## config.mk

```make
export PLATFORM = sky130hd
export DESIGN_NAME = ffha_ctrl_flat
export DESIGN_NICKNAME = d
export VERILOG_FILES = /design/src/ffha_pkg.sv /design/src/ffha_if.sv /design/src/ffha_ctrl.sv /design/src/flat_wrapper.sv
export SDC_FILE = /design/constraint.sdc
export NUM_CORES = 1
export LEC_CHECK = 0
export BUFFER_PORTS_ARGS = -buffer_cell sky130_fd_sc_hd__buf_2
export CORE_MARGIN = 1.5
export CORE_UTILIZATION = 54
export CTS_CLUSTER_DIAMETER = 200
export DETAILED_ROUTE_END_ITERATION = 7
export PLACE_DENSITY = 0.9
export SLEW_MARGIN = 10
export SYNTH_ARGS = -nofsm -noshare
export SYNTH_HDL_FRONTEND = slang
export SYNTH_SLANG_ARGS = --single-unit
export TNS_END_PERCENT = 10
```

## constraint.sdc

```tcl
create_clock -name clk -period 4.7 [get_ports clk]
set_clock_uncertainty 0.05 [all_clocks]
set_input_delay 0.47 -clock clk [delete_from_list [all_inputs] [get_ports clk]]
set_output_delay 0.47 -clock clk [all_outputs]
set_load 0.005 [all_outputs]
```

## src/ffha_pkg.sv

```systemverilog
// Shared constants, codes and types of the first-fit heap allocator.
`timescale 1ns / 1ps
`default_nettype none

package ffha_pkg;

    localparam int POOL_BYTES_DEF   = 1048576;
    localparam int HEADER_BYTES_DEF = 12;
    localparam int MAX_SEGMENTS_DEF = 1024;

    localparam int CMD_W  = 2;
    localparam int REQ_W  = 21;
    localparam int NEED_W = REQ_W + 1;
    localparam int ADDR_W = 20;
    localparam int SUM_W  = 21;
    localparam int CALC_W = 32;

    localparam int GRAN      = 4;
    localparam int GRAN_MASK = 3;

    typedef enum logic [1:0] {
        CMD_ALLOC = 2'd0,
        CMD_FREE  = 2'd1,
        CMD_STATS = 2'd2,
        CMD_RSVD  = 2'd3
    } cmd_t;

    typedef enum logic [1:0] {
        ST_OK      = 2'd0,
        ST_NULL    = 2'd1,
        ST_NOFIT   = 2'd2,
        ST_UNKNOWN = 2'd3
    } status_t;

    typedef enum logic [1:0] {
        S_IDLE,
        S_PASS,
        S_DONE
    } state_t;

    typedef struct packed {
        logic pop;
        logic push;
    } chain_ctl_t;

endpackage

`default_nettype wire

```

## src/ffha_if.sv

```systemverilog
// Request and result channel interfaces of the first-fit heap allocator.
`timescale 1ns / 1ps
`default_nettype none

interface ffha_req_if;
    logic                        valid;
    logic                        ready;
    logic [ffha_pkg::CMD_W-1:0]  command;
    logic [ffha_pkg::REQ_W-1:0]  request_bytes;
    logic [ffha_pkg::ADDR_W-1:0] payload_offset;

    modport source(output valid, command, request_bytes, payload_offset, input ready);
    modport sink(input valid, command, request_bytes, payload_offset, output ready);
endinterface

interface ffha_rsp_if;
    logic                        valid;
    logic                        ready;
    logic [1:0]                  status;
    logic [ffha_pkg::ADDR_W-1:0] granted_offset;
    logic [ffha_pkg::SUM_W-1:0]  total_bytes;
    logic [ffha_pkg::SUM_W-1:0]  spare_bytes;

    modport source(output valid, status, granted_offset, total_bytes, spare_bytes, input ready);
    modport sink(input valid, status, granted_offset, total_bytes, spare_bytes, output ready);
endinterface

`default_nettype wire

```

## src/ffha_ctrl.sv

```systemverilog
// Request sequencer and the streaming unit that rewrites the chain in one pass.
`timescale 1ns / 1ps
`default_nettype none

module ffha_ctrl #(
    parameter int POOL_BYTES   = ffha_pkg::POOL_BYTES_DEF,
    parameter int HEADER_BYTES = ffha_pkg::HEADER_BYTES_DEF,
    parameter int MAX_SEGMENTS = ffha_pkg::MAX_SEGMENTS_DEF,
    localparam int OW    = $clog2(POOL_BYTES),
    localparam int SW    = $clog2(POOL_BYTES + 1),
    localparam int EW    = OW + SW + 1,
    localparam int CNT_W = $clog2(MAX_SEGMENTS + 1)
) (
    input  wire logic                  clk,
    input  wire logic                  rst_n,
    ffha_req_if.sink                   req,
    ffha_rsp_if.source                 rsp,
    output ffha_pkg::chain_ctl_t       ctl,
    output logic      [EW-1:0]         din,
    input  wire logic [EW-1:0]         head,
    input  wire logic [CNT_W-1:0]      count
);

    localparam int CW = ffha_pkg::CALC_W;

    ffha_pkg::state_t  state_reg, state_next;
    ffha_pkg::cmd_t    cmd_reg, cmd_next;
    ffha_pkg::status_t status_reg, status_next;

    logic [ffha_pkg::NEED_W-1:0] need_reg, need_next;
    logic [ffha_pkg::ADDR_W-1:0] addr_reg, addr_next;
    logic [ffha_pkg::ADDR_W-1:0] granted_reg, granted_next;
    logic [CNT_W-1:0]            remain_reg, remain_next;
    logic                        split_ok_reg, split_ok_next;
    logic                        found_reg, found_next;
    logic [EW-1:0]               acc_reg, acc_next;
    logic                        acc_v_reg, acc_v_next;
    logic [EW-1:0]               pend_reg, pend_next;
    logic                        pend_v_reg, pend_v_next;
    logic [SW-1:0]               tot_reg, tot_next;
    logic [SW-1:0]               fre_reg, fre_next;

    logic                        out_valid_reg, out_valid_next;
    ffha_pkg::status_t           out_status_reg, out_status_next;
    logic [ffha_pkg::ADDR_W-1:0] out_granted_reg, out_granted_next;
    logic [ffha_pkg::SUM_W-1:0]  out_total_reg, out_total_next;
    logic [ffha_pkg::SUM_W-1:0]  out_free_reg, out_free_next;

    logic                        accept;
    logic                        is_null;
    logic [ffha_pkg::NEED_W-1:0] need_in;
    logic                        out_load;
    logic                        use_pend;
    logic                        use_head;
    logic                        have_x;
    logic [EW-1:0]               x;
    logic [OW-1:0]               x_off;
    logic [SW-1:0]               x_size;
    logic                        x_fr;
    logic [CW-1:0]               x_off_w;
    logic [CW-1:0]               x_size_w;
    logic [CW-1:0]               need_w;
    logic [CW-1:0]               hdr_w;
    logic                        alloc_hit;
    logic                        split;
    logic                        free_hit;
    logic [SW-1:0]               xp_size;
    logic                        xp_fr;
    logic [EW-1:0]               xp;
    logic [EW-1:0]               rem;
    logic                        merge;
    logic [SW-1:0]               merged_size;
    logic                        stats;

    assign accept  = req.valid && req.ready;
    assign need_in = (ffha_pkg::NEED_W'(req.request_bytes)
                      + ffha_pkg::NEED_W'(ffha_pkg::GRAN_MASK))
                     & ~ffha_pkg::NEED_W'(ffha_pkg::GRAN_MASK);

    always_comb
    begin
        is_null = 1'b1;
        case (req.command)
            ffha_pkg::CMD_ALLOC: is_null = (req.request_bytes == '0);
            ffha_pkg::CMD_FREE:  is_null = (req.payload_offset == '0);
            ffha_pkg::CMD_STATS: is_null = 1'b0;
            default:             is_null = 1'b1;
        endcase
    end

    // Item source of the streaming unit: the held split remainder comes first.
    assign use_pend = pend_v_reg;
    assign use_head = !pend_v_reg && (remain_reg != '0);
    assign have_x   = (state_reg == ffha_pkg::S_PASS) && (use_pend || use_head);
    assign x        = use_pend ? pend_reg : head;
    assign x_off    = x[EW-1 -: OW];
    assign x_size   = x[SW:1];
    assign x_fr     = x[0];

    assign x_off_w  = CW'(x_off);
    assign x_size_w = CW'(x_size);
    assign need_w   = CW'(need_reg);
    assign hdr_w    = CW'(HEADER_BYTES);

    assign alloc_hit = have_x && (cmd_reg == ffha_pkg::CMD_ALLOC) && !found_reg && x_fr
                       && (x_size_w >= need_w);
    assign split     = alloc_hit && split_ok_reg
                       && (x_size_w >= need_w + hdr_w + CW'(ffha_pkg::GRAN));
    assign free_hit  = have_x && (cmd_reg == ffha_pkg::CMD_FREE) && !found_reg
                       && (x_off_w + hdr_w == CW'(addr_reg));

    assign xp_size = split ? SW'(need_w) : x_size;
    assign xp_fr   = alloc_hit ? 1'b0 : (free_hit ? 1'b1 : x_fr);
    assign xp      = {x_off, xp_size, xp_fr};
    assign rem     = {OW'(x_off_w + hdr_w + need_w), SW'(x_size_w - need_w - hdr_w), 1'b1};

    assign merge       = have_x && (cmd_reg == ffha_pkg::CMD_FREE) && acc_v_reg
                         && acc_reg[0] && xp_fr;
    assign merged_size = SW'(CW'(acc_reg[SW:1]) + hdr_w + x_size_w);
    assign stats       = have_x && (cmd_reg == ffha_pkg::CMD_STATS);

    always_comb
    begin
        state_next = state_reg;
        case (state_reg)
            ffha_pkg::S_IDLE:
            begin
                if (accept)
                begin
                    state_next = is_null ? ffha_pkg::S_DONE : ffha_pkg::S_PASS;
                end
            end
            ffha_pkg::S_PASS:
            begin
                if (!have_x)
                begin
                    state_next = ffha_pkg::S_DONE;
                end
            end
            ffha_pkg::S_DONE:
            begin
                if (out_load)
                begin
                    state_next = ffha_pkg::S_IDLE;
                end
            end
            default:
            begin
                state_next = ffha_pkg::S_IDLE;
            end
        endcase
    end

    always_comb
    begin
        req.ready = 1'b0;
        ctl.pop   = 1'b0;
        ctl.push  = 1'b0;
        out_load  = 1'b0;
        case (state_reg)
            ffha_pkg::S_IDLE:
            begin
                req.ready = 1'b1;
            end
            ffha_pkg::S_PASS:
            begin
                ctl.pop  = use_head;
                ctl.push = acc_v_reg && (!have_x || !merge);
            end
            ffha_pkg::S_DONE:
            begin
                out_load = !out_valid_reg || rsp.ready;
            end
            default:
            begin
                req.ready = 1'b0;
            end
        endcase
    end

    assign din = acc_reg;

    always_comb
    begin
        cmd_next      = cmd_reg;
        status_next   = status_reg;
        need_next     = need_reg;
        addr_next     = addr_reg;
        granted_next  = granted_reg;
        remain_next   = remain_reg;
        split_ok_next = split_ok_reg;
        found_next    = found_reg;
        acc_next      = acc_reg;
        acc_v_next    = acc_v_reg;
        pend_next     = pend_reg;
        pend_v_next   = pend_v_reg;
        tot_next      = tot_reg;
        fre_next      = fre_reg;

        if (accept)
        begin
            cmd_next      = ffha_pkg::cmd_t'(req.command);
            status_next   = ffha_pkg::ST_NULL;
            need_next     = need_in;
            addr_next     = req.payload_offset;
            granted_next  = '0;
            remain_next   = count;
            split_ok_next = (count < CNT_W'(MAX_SEGMENTS));
            found_next    = 1'b0;
            acc_v_next    = 1'b0;
            pend_v_next   = 1'b0;
            tot_next      = '0;
            fre_next      = '0;
        end
        else if (state_reg == ffha_pkg::S_PASS)
        begin
            if (have_x)
            begin
                if (use_head)
                begin
                    remain_next = remain_reg - CNT_W'(1);
                end
                pend_v_next = split;
                if (split)
                begin
                    pend_next = rem;
                end
                if (alloc_hit || free_hit)
                begin
                    found_next = 1'b1;
                end
                if (alloc_hit)
                begin
                    granted_next = ffha_pkg::ADDR_W'(x_off_w + hdr_w);
                end
                if (merge)
                begin
                    acc_next = {acc_reg[EW-1 -: OW], merged_size, 1'b1};
                end
                else
                begin
                    acc_next = xp;
                end
                acc_v_next = 1'b1;
                if (stats)
                begin
                    tot_next = tot_reg + x_size;
                    if (x_fr)
                    begin
                        fre_next = fre_reg + x_size;
                    end
                end
            end
            else
            begin
                acc_v_next = 1'b0;
                case (cmd_reg)
                    ffha_pkg::CMD_ALLOC:
                        status_next = found_reg ? ffha_pkg::ST_OK : ffha_pkg::ST_NOFIT;
                    ffha_pkg::CMD_FREE:
                        status_next = found_reg ? ffha_pkg::ST_OK : ffha_pkg::ST_UNKNOWN;
                    default:
                        status_next = ffha_pkg::ST_OK;
                endcase
            end
        end
    end

    always_comb
    begin
        out_valid_next   = out_valid_reg && !rsp.ready;
        out_status_next  = out_status_reg;
        out_granted_next = out_granted_reg;
        out_total_next   = out_total_reg;
        out_free_next    = out_free_reg;
        if (out_load)
        begin
            out_valid_next   = 1'b1;
            out_status_next  = status_reg;
            out_granted_next = granted_reg;
            out_total_next   = ffha_pkg::SUM_W'(tot_reg);
            out_free_next    = ffha_pkg::SUM_W'(fre_reg);
        end
    end

    always_ff @(posedge clk or negedge rst_n)
    begin
        if (!rst_n)
        begin
            state_reg     <= ffha_pkg::S_IDLE;
            out_valid_reg <= 1'b0;
            acc_v_reg     <= 1'b0;
            pend_v_reg    <= 1'b0;
            found_reg     <= 1'b0;
            remain_reg    <= '0;
        end
        else
        begin
            state_reg     <= state_next;
            out_valid_reg <= out_valid_next;
            acc_v_reg     <= acc_v_next;
            pend_v_reg    <= pend_v_next;
            found_reg     <= found_next;
            remain_reg    <= remain_next;
        end
    end

    always_ff @(posedge clk)
    begin
        cmd_reg         <= cmd_next;
        status_reg      <= status_next;
        need_reg        <= need_next;
        addr_reg        <= addr_next;
        granted_reg     <= granted_next;
        split_ok_reg    <= split_ok_next;
        acc_reg         <= acc_next;
        pend_reg        <= pend_next;
        tot_reg         <= tot_next;
        fre_reg         <= fre_next;
        out_status_reg  <= out_status_next;
        out_granted_reg <= out_granted_next;
        out_total_reg   <= out_total_next;
        out_free_reg    <= out_free_next;
    end

    assign rsp.valid          = out_valid_reg;
    assign rsp.status         = out_status_reg;
    assign rsp.granted_offset = out_granted_reg;
    assign rsp.total_bytes    = out_total_reg;
    assign rsp.spare_bytes    = out_free_reg;

endmodule

`default_nettype wire

```

## src/flat_wrapper.sv

```systemverilog
// flat-port wrapper written by rule: the top's interface ports become plain ports
module ffha_ctrl_flat 
#(
    parameter int POOL_BYTES   = ffha_pkg::POOL_BYTES_DEF,
    parameter int HEADER_BYTES = ffha_pkg::HEADER_BYTES_DEF,
    parameter int MAX_SEGMENTS = ffha_pkg::MAX_SEGMENTS_DEF,
    localparam int OW    = $clog2(POOL_BYTES),
    localparam int SW    = $clog2(POOL_BYTES + 1),
    localparam int EW    = OW + SW + 1,
    localparam int CNT_W = $clog2(MAX_SEGMENTS + 1)
)
  (clk, rst_n, ctl, din, head, count, req_valid, req_command, req_request_bytes, req_payload_offset, req_ready, rsp_valid, rsp_status, rsp_granted_offset, rsp_total_bytes, rsp_spare_bytes, rsp_ready);
  ffha_req_if req_i ();
  ffha_rsp_if rsp_i ();
  input  wire logic clk;
  input  wire logic rst_n;
  output ffha_pkg::chain_ctl_t ctl;
  output logic      [EW-1:0] din;
  input  wire logic [EW-1:0] head;
  input  wire logic [CNT_W-1:0] count;
  input wire logic [$bits(req_i.valid)-1:0] req_valid;
  input wire logic [$bits(req_i.command)-1:0] req_command;
  input wire logic [$bits(req_i.request_bytes)-1:0] req_request_bytes;
  input wire logic [$bits(req_i.payload_offset)-1:0] req_payload_offset;
  output wire logic [$bits(req_i.ready)-1:0] req_ready;
  output wire logic [$bits(rsp_i.valid)-1:0] rsp_valid;
  output wire logic [$bits(rsp_i.status)-1:0] rsp_status;
  output wire logic [$bits(rsp_i.granted_offset)-1:0] rsp_granted_offset;
  output wire logic [$bits(rsp_i.total_bytes)-1:0] rsp_total_bytes;
  output wire logic [$bits(rsp_i.spare_bytes)-1:0] rsp_spare_bytes;
  input wire logic [$bits(rsp_i.ready)-1:0] rsp_ready;
  assign req_i.valid = req_valid;
  assign req_i.command = req_command;
  assign req_i.request_bytes = req_request_bytes;
  assign req_i.payload_offset = req_payload_offset;
  assign req_ready = req_i.ready;
  assign rsp_valid = rsp_i.valid;
  assign rsp_status = rsp_i.status;
  assign rsp_granted_offset = rsp_i.granted_offset;
  assign rsp_total_bytes = rsp_i.total_bytes;
  assign rsp_spare_bytes = rsp_i.spare_bytes;
  assign rsp_i.ready = rsp_ready;
  ffha_ctrl #(.POOL_BYTES(POOL_BYTES), .HEADER_BYTES(HEADER_BYTES), .MAX_SEGMENTS(MAX_SEGMENTS)) u_core (.clk(clk), .rst_n(rst_n), .req(req_i), .rsp(rsp_i), .ctl(ctl), .din(din), .head(head), .count(count));
endmodule
```

# --- Word-level counts from Yosys, hierarchy flattened ---
# Cells that the tools add are included.
word_totals:
  inputBits: 100
  output_inout_bits: 110
  wordCells: 131
  regBits: 271
classes:
  order_cmp: 3
  bitwise_logic: 3
  eq_ne: 10
  n_addsub: 12
  mux: 32
  n_reduce_logical: 49
ops:
  columns: ["cell", "n"]
  rows:
  - ["$add A21 B21 Y21", 3]
  - ["$mux W11", 4]
  - ["$mux W42", 1]
  - ["$add A32 B3 Y32 const B", 1]
  - ["$ge A21 B32 Y1", 1]
  - ["$add A22 B4 Y23 const B", 1]
  - ["$add A21 B2 Y22 const B", 1]
  - ["$ge A21 B22 Y1", 1]
  - ["$mux W22", 1]
  - ["$add A20 B4 Y21 const B", 1]
  - ["$add A21 B4 Y21 const B", 1]
  - ["$eq A21 B20 Y1", 1]
  - ["$logic_not A21 Y1", 1]
  - ["$mux W21", 1]
  - ["$sub A21 B21 Y21", 1]
  - ["$sub A21 B4 Y21 const B", 1]
  - ["$add A20 B20 Y20", 1]
  - ["$logic_not A20 Y1", 1]
  - ["$logic_and A1 B1 Y1", 18]
  - ["$reduce_and A3 Y1", 6]
  - ["$mux W1", 15]
  - ["$mux W2", 7]
  - ["$reduce_and A4 Y1", 3]
  - ["$lt A11 B11 Y1 const B", 1]
  - ["other kinds (15)", 36]

# --- Longest topological paths before layout ---
depth:
  ltp_word: 14
  mapped_depth: 23
  mapped_depth_nobuf: 21

# --- Worst setup path before layout ---
# OpenSTA, ideal clock, no wires.
synth_timing:
  path_kind: "register -> register"
  from: "register u_core.need_reg[3] in the netlist's numbering"
  to: "register u_core.acc_reg[11] (netlist: u_core.din[11]), data pin"
  arrival_time_ns: 4.665
  path_stages_with_launch: 23
  path_slack_ns: -0.277
  setup_ns: 0.262
  required_time_ns: 4.388
  path_cell_list: "edfxtp_1 -> inv_1 -> ha_1 -> buf_2 -> or3_1 -> o31ai_1 -> a21oi_1 -> or3_1 -> o31ai_1 -> a21oi_1 -> or3_1 -> ha_1 -> o21ai_0 -> a21oi_1 -> o21ai_0 -> nand2b_1 -> a21oi_1 -> nor4_1 -> nor4_1 -> a2111oi_4 -> buf_6 -> mux2i_1 -> mux2i_1"
synth_between:
  elab_chain_len: 6
  elab_cells_between_ends: 11
  classes_between: "2 x add/sub; 2 x order compare; 3 x mux; 4 x reduce/logical"
synth_lines:
  columns: ["element", "line", "text"]
  rows:
  - ["from (decl)", "ffha_ctrl.sv:30", "logic [ffha_pkg::NEED_W-1:0] need_reg, need_next;"]
  - ["from (signal assigned)", "ffha_ctrl.sv:312", "need_reg <= need_next;"]
  - ["$add A22 B4 Y23 / $ge A21 B22 Y1 (equally long branches)", "ffha_ctrl.sv:108, ffha_ctrl.sv:106", null]
  - ["$add A32 B3 Y32 / $logic_and A1 B1 Y1 (equally long branches)", "ffha_ctrl.sv:108, ffha_ctrl.sv:106", null]
  - ["$ge A21 B32 Y1 / $logic_and A1 B1 Y1 (equally long branches)", "ffha_ctrl.sv:108, ffha_ctrl.sv:107", null]
  - ["$logic_and A1 B1 Y1", "ffha_ctrl.sv:108", "&& (x_size_w >= need_w + hdr_w + CW'(ffha_pkg::GRAN));"]
  - ["$mux W21", "ffha_ctrl.sv:112", "assign xp_size = split ? SW'(need_w) : x_size;"]
  - ["$mux W22 (*)", "ffha_ctrl.sv:236", "if (merge)"]
  - ["to (signal assigned)", "ffha_ctrl.sv:316", "acc_reg <= acc_next;"]
  - ["to (decl)", "ffha_ctrl.sv:36", "logic [EW-1:0] acc_reg, acc_next;"]
# Mark *: on every way between the ends. The rest lies on a longest branch, timed or not.
# A chain may end at the register's enable or synchronous reset.

# --- Final worst setup path ---
layout_timing:
  from: "register u_core.need_reg[2] in the netlist's numbering"
  to: "register u_core.acc_reg[4] (netlist: u_core.din[4]), data pin"
# The elaborated chain is that of the path after synthesis.

==> impl_metrics.toml <==
[status]
status = "finished with violations"
violated_checks = "negative setup slack"

[synthesis]
synth-edff-count = 190
synth_top_cells_by_count = "sky130_fd_sc_hd__edfxtp_1, sky130_fd_sc_hd__ha_1, sky130_fd_sc_hd__nor2_1, sky130_fd_sc_hd__inv_1, sky130_fd_sc_hd__nand2_1"
post_synth_instance_area_sq_mm = 0.01770
postSynthAreaPerCell_sq_um = 10.24
yosys.area.top_type = "sky130_fd_sc_hd__edfxtp_1"
ys_async_sr_fraction = 0.06273
synthesis.instances = 1729
ys.flop_type = "sky130_fd_sc_hd__edfxtp_1"
yosysSeqAreaShare = 0.4187
postSynthRegisterBits = 271
synth_top_area_share = 0.3223
yosysWarnings = 0
synth_most_common_cell = "sky130_fd_sc_hd__edfxtp_1"
post_synth_num_cell_types = 91
synth.area.top_cells = "sky130_fd_sc_hd__edfxtp_1, sky130_fd_sc_hd__ha_1, sky130_fd_sc_hd__dfxtp_1"
synth.net_count = 2011

[setup_path]
critical_path.max_fanout = 7
worstPathCellList = "buf_6 -> nor2_4 -> xnor2_2 -> a31oi_2 -> or4_4 -> or3_4 -> o31ai_4 -> a21oi_1 -> or3_4 -> ha_4 -> o21ai_2 -> a21oi_1 -> o21ai_1 -> nand2b_1 -> a21oi_2 -> nor4_4 -> nor4_4 -> a2111oi_4 -> buf_6 -> buf_8 -> mux2i_1 -> a21oi_1"
critical_path.top_delay_family = "simple AND/OR/NAND/NOR gates"
timing.critical_path.required_ns = 4.94
setup.worst_path.start_class = "flip-flop"
critical_path.most_common_cell = "sky130_fd_sc_hd__a21oi_1"
worst-path-buf-inv = 3
max_stage_delay_ns = 0.51
critPathArrivalTime_ns = 5.08
critical-path-slowest-cell = "sky130_fd_sc_hd__or4_4"
worstSetupPathType = "reg -> reg"
cp-end-kind = "flip-flop"

[finish]
fin_util = 0.6527
largest_register_ff_count = 42
areaGrowthSynthToFinish_pct = 19.36
finish.net_count = 2311
drive_gt1_frac = 0.2195
layout.cell_area.non_filler_sq_mm = 0.02113

[timing]
final.setup.tns_ns = -0.3408
finalSetupViolations = 11
hold_viol_final = 0
worst_case_headroom_to_the_max_slew_limit = 0.2870
final.min_clock_period_ns = 4.839
finalWorstSetupSlack_ns = -0.1390
report.final.slew_viol_count = 0
grt_setup_unrepaired = "yes"
min_period_over_period = 1.030
max_slew.worst_pin.slew_ns = 1.067
max_clock_freq_ghz = 0.2067

[power_and_ir_drop]
post-layout-total-power_mw = 10.59
power.density_cell_area_mw_per_mm2 = 501.0
power.static_leakage_nw = 8.989
clkPwrFrac = 0.224
comb_power_share = 0.420
p_int_mw = 6.628
p_sw_frac = 0.3738
vdd.ir_drop.worst_mv = 0.3006
power_switching_mw = 3.957
sequentialPowerShare = 0.356

[global_routing]
use_met3 = 0.04576
top_usage_layer = "met2"
globalRouteOverflowTotal = 0
grt_max_degree = 50
globalRouteMet2Util = 0.4815
grt_antenna_before_repair = 1
grt_pass1_vias = 14410
first_pass_grt_wire_length_um = 75980
grt_use_met1 = 0.3714
track_usage = 0.2882

[clock_tree]
cts_max_path_buffers = 3
insertion_delay_ns = 0.56
htreeDepth = 1
worst_setup_hold_path_clk_slew_ns = 0.06
cts_made_buffers = 27
cts.root.buffer_cell = "sky130_fd_sc_hd__clkbuf_16"
cts.sink_count = 271
tritoncts_clock_tree = "yes"

[floorplanning]
core_region_area_sq_mm = 0.03237
die-height_um = 184.1
floorplan.die_area_sq_mm = 0.03388
initial_core_util = 0.5468
floorplan.die.width_um = 184.1
fp-row-count = 66
io_pins = 210

[worst_hold_path]
class_of_the_tightest_hold_or_removal_check = "in -> reg"

[route]
final_wirelength_um = 49840
drt.antenna.violating_nets = 0
via_cell_ratio = 5.943
remaining_drc_errors = 0
routed-via-count = 14820
drt_iter0_drc = 1578
drt_pass1_iterations = 5
wire_length_per_cell_um = 19.99

[placed_design]
placedInstanceArea_sq_mm = 0.01982
buffer_ports.inserted = 209
dp_hpwl_um = 37480
routabilityCongestion = 1.003

[job]
timing.max_cap.violations = 0
==> cells in the final DEF, fill, tap and decap left out, types with 26 or more instances in the layout <==
cell	instances
sky130_fd_sc_hd__a21oi_1	115
sky130_fd_sc_hd__dfxtp_1	64
sky130_fd_sc_hd__buf_2	209
sky130_fd_sc_hd__a21o_1	26
sky130_fd_sc_hd__nor3_1	32
sky130_fd_sc_hd__o21ai_0	58
sky130_fd_sc_hd__edfxtp_1	190
sky130_fd_sc_hd__ha_1	175
sky130_fd_sc_hd__xnor2_1	126
sky130_fd_sc_hd__xor2_1	33
sky130_fd_sc_hd__nand2_1	129
sky130_fd_sc_hd__buf_4	90
sky130_fd_sc_hd__nand3_1	36
sky130_fd_sc_hd__inv_1	127
sky130_fd_sc_hd__mux2i_1	61
sky130_fd_sc_hd__clkbuf_16	30
sky130_fd_sc_hd__nor2_1	145
==> power groups by stage <==
stage | combinational [mW] | sequential (mW) | clock, mW
after floorplan | 3.01 | 3.71 | 0
after global placement | 4.07 | 3.77 | 0
after detailed placement | 4.27 | 3.80 | 0
after CTS | 4.34 | 3.75 | 2.39
after global routing | 4.90 | 3.82 | 2.48
final | 4.44 | 3.76 | 2.38
==> worst register-to-register path, stage by stage, from the launching register on <==
cell and delay, ns:
sky130_fd_sc_hd__edfxtp_1 0.46, sky130_fd_sc_hd__buf_6 0.16, sky130_fd_sc_hd__nor2_4 0.15, sky130_fd_sc_hd__xnor2_2 0.16
sky130_fd_sc_hd__a31oi_2 0.12, sky130_fd_sc_hd__or4_4 0.51, sky130_fd_sc_hd__or3_4 0.36, sky130_fd_sc_hd__o31ai_4 0.06
sky130_fd_sc_hd__a21oi_1 0.09, sky130_fd_sc_hd__or3_4 0.35, sky130_fd_sc_hd__ha_4 0.28, sky130_fd_sc_hd__o21ai_2 0.05
sky130_fd_sc_hd__a21oi_1 0.13, sky130_fd_sc_hd__o21ai_1 0.09, sky130_fd_sc_hd__nand2b_1 0.08, sky130_fd_sc_hd__a21oi_2 0.07
sky130_fd_sc_hd__nor4_4 0.32, sky130_fd_sc_hd__nor4_4 0.10, sky130_fd_sc_hd__a2111oi_4 0.22, sky130_fd_sc_hd__buf_6 0.22
sky130_fd_sc_hd__buf_8 0.17, sky130_fd_sc_hd__mux2i_1 0.30, sky130_fd_sc_hd__a21oi_1 0.12
==> timing repair <==
item                       4_1_cts  5_1_grt
gates cloned                     0        2
setup endpoints to repair       48       65
gates resized for setup          6       31
pin swaps                        1       23
hold endpoints to repair        17        0
setup buffers                    4       10
hold buffers                     1        0
==> through the flow <==
step / hold slack (ns) / cells / worst slack [ns]
after global placement: 0.3586 / 2425 / -0.08981
after detailed placement: 0.3596 / 2425 / -0.1973
after floorplan: 0.1244 / 1729 / 0.01273
after global routing: 0.03732 / 2493 / -0.3151
after CTS: 0.03751 / 2480 / -0.04608
final: 0.04950 / 2493 / -0.1390
==> routing by layer <==
metal / share of wire / wire length, um
met5: 0 / 0
met4: 0.041 / 2062
met3: 0.093 / 4611
met1: 0.40 / 19740
met2: 0.47 / 23430
==> layout make-up <==
type	count	area, sq um
antenna	1	2.502
clock buffer	30	718.2
clock inverter	20	252.7
fill	2498	11240
inverter	132	498.0
multi-input combinational	1286	9772
sequential	271	7416
tap	442	553.0
timing repair buffer	311	1917
==> logic make-up (layout without fill, tap and decap cells) <==
kind of cell,count (synthesis),in the layout,synth area share
simple gates,510,510,0.1463
compound gates,340,340,0.1243
flops,271,271,0.4187
fa+ha+maj,182,182,0.1308
buf+inv,172,493,0.04085
xor+xnor,167,167,0.08779
mux,87,87,0.05124
other cells,0,1,0
==> path summary, 6_finish.rpt <==
| path | slack, ns | from | depth (start not counted) | to |
|---|---|---|---|---|
| worst min register to register | 0.38 | u_core.granted_reg[19] | 0 | u_core.rsp.granted_offset[19] |
| min in group asynchronous | 0.30 | rst_n | 2 | u_core.remain_reg[5] |
| worst max register to register | -0.14 | u_core.need_reg[2] | 22 | u_core.din[4] |
| worst min-delay path | 0.05 | req_payload_offset[14] | 1 | u_core.addr_reg[14] |
| worst max-delay path | -0.14 | u_core.need_reg[2] | 22 | u_core.din[4] |
| max in group asynchronous | 3.99 | rst_n | 2 | u_core.pend_v_reg |
No activity file was read; power rests on OpenSTA's default activity.
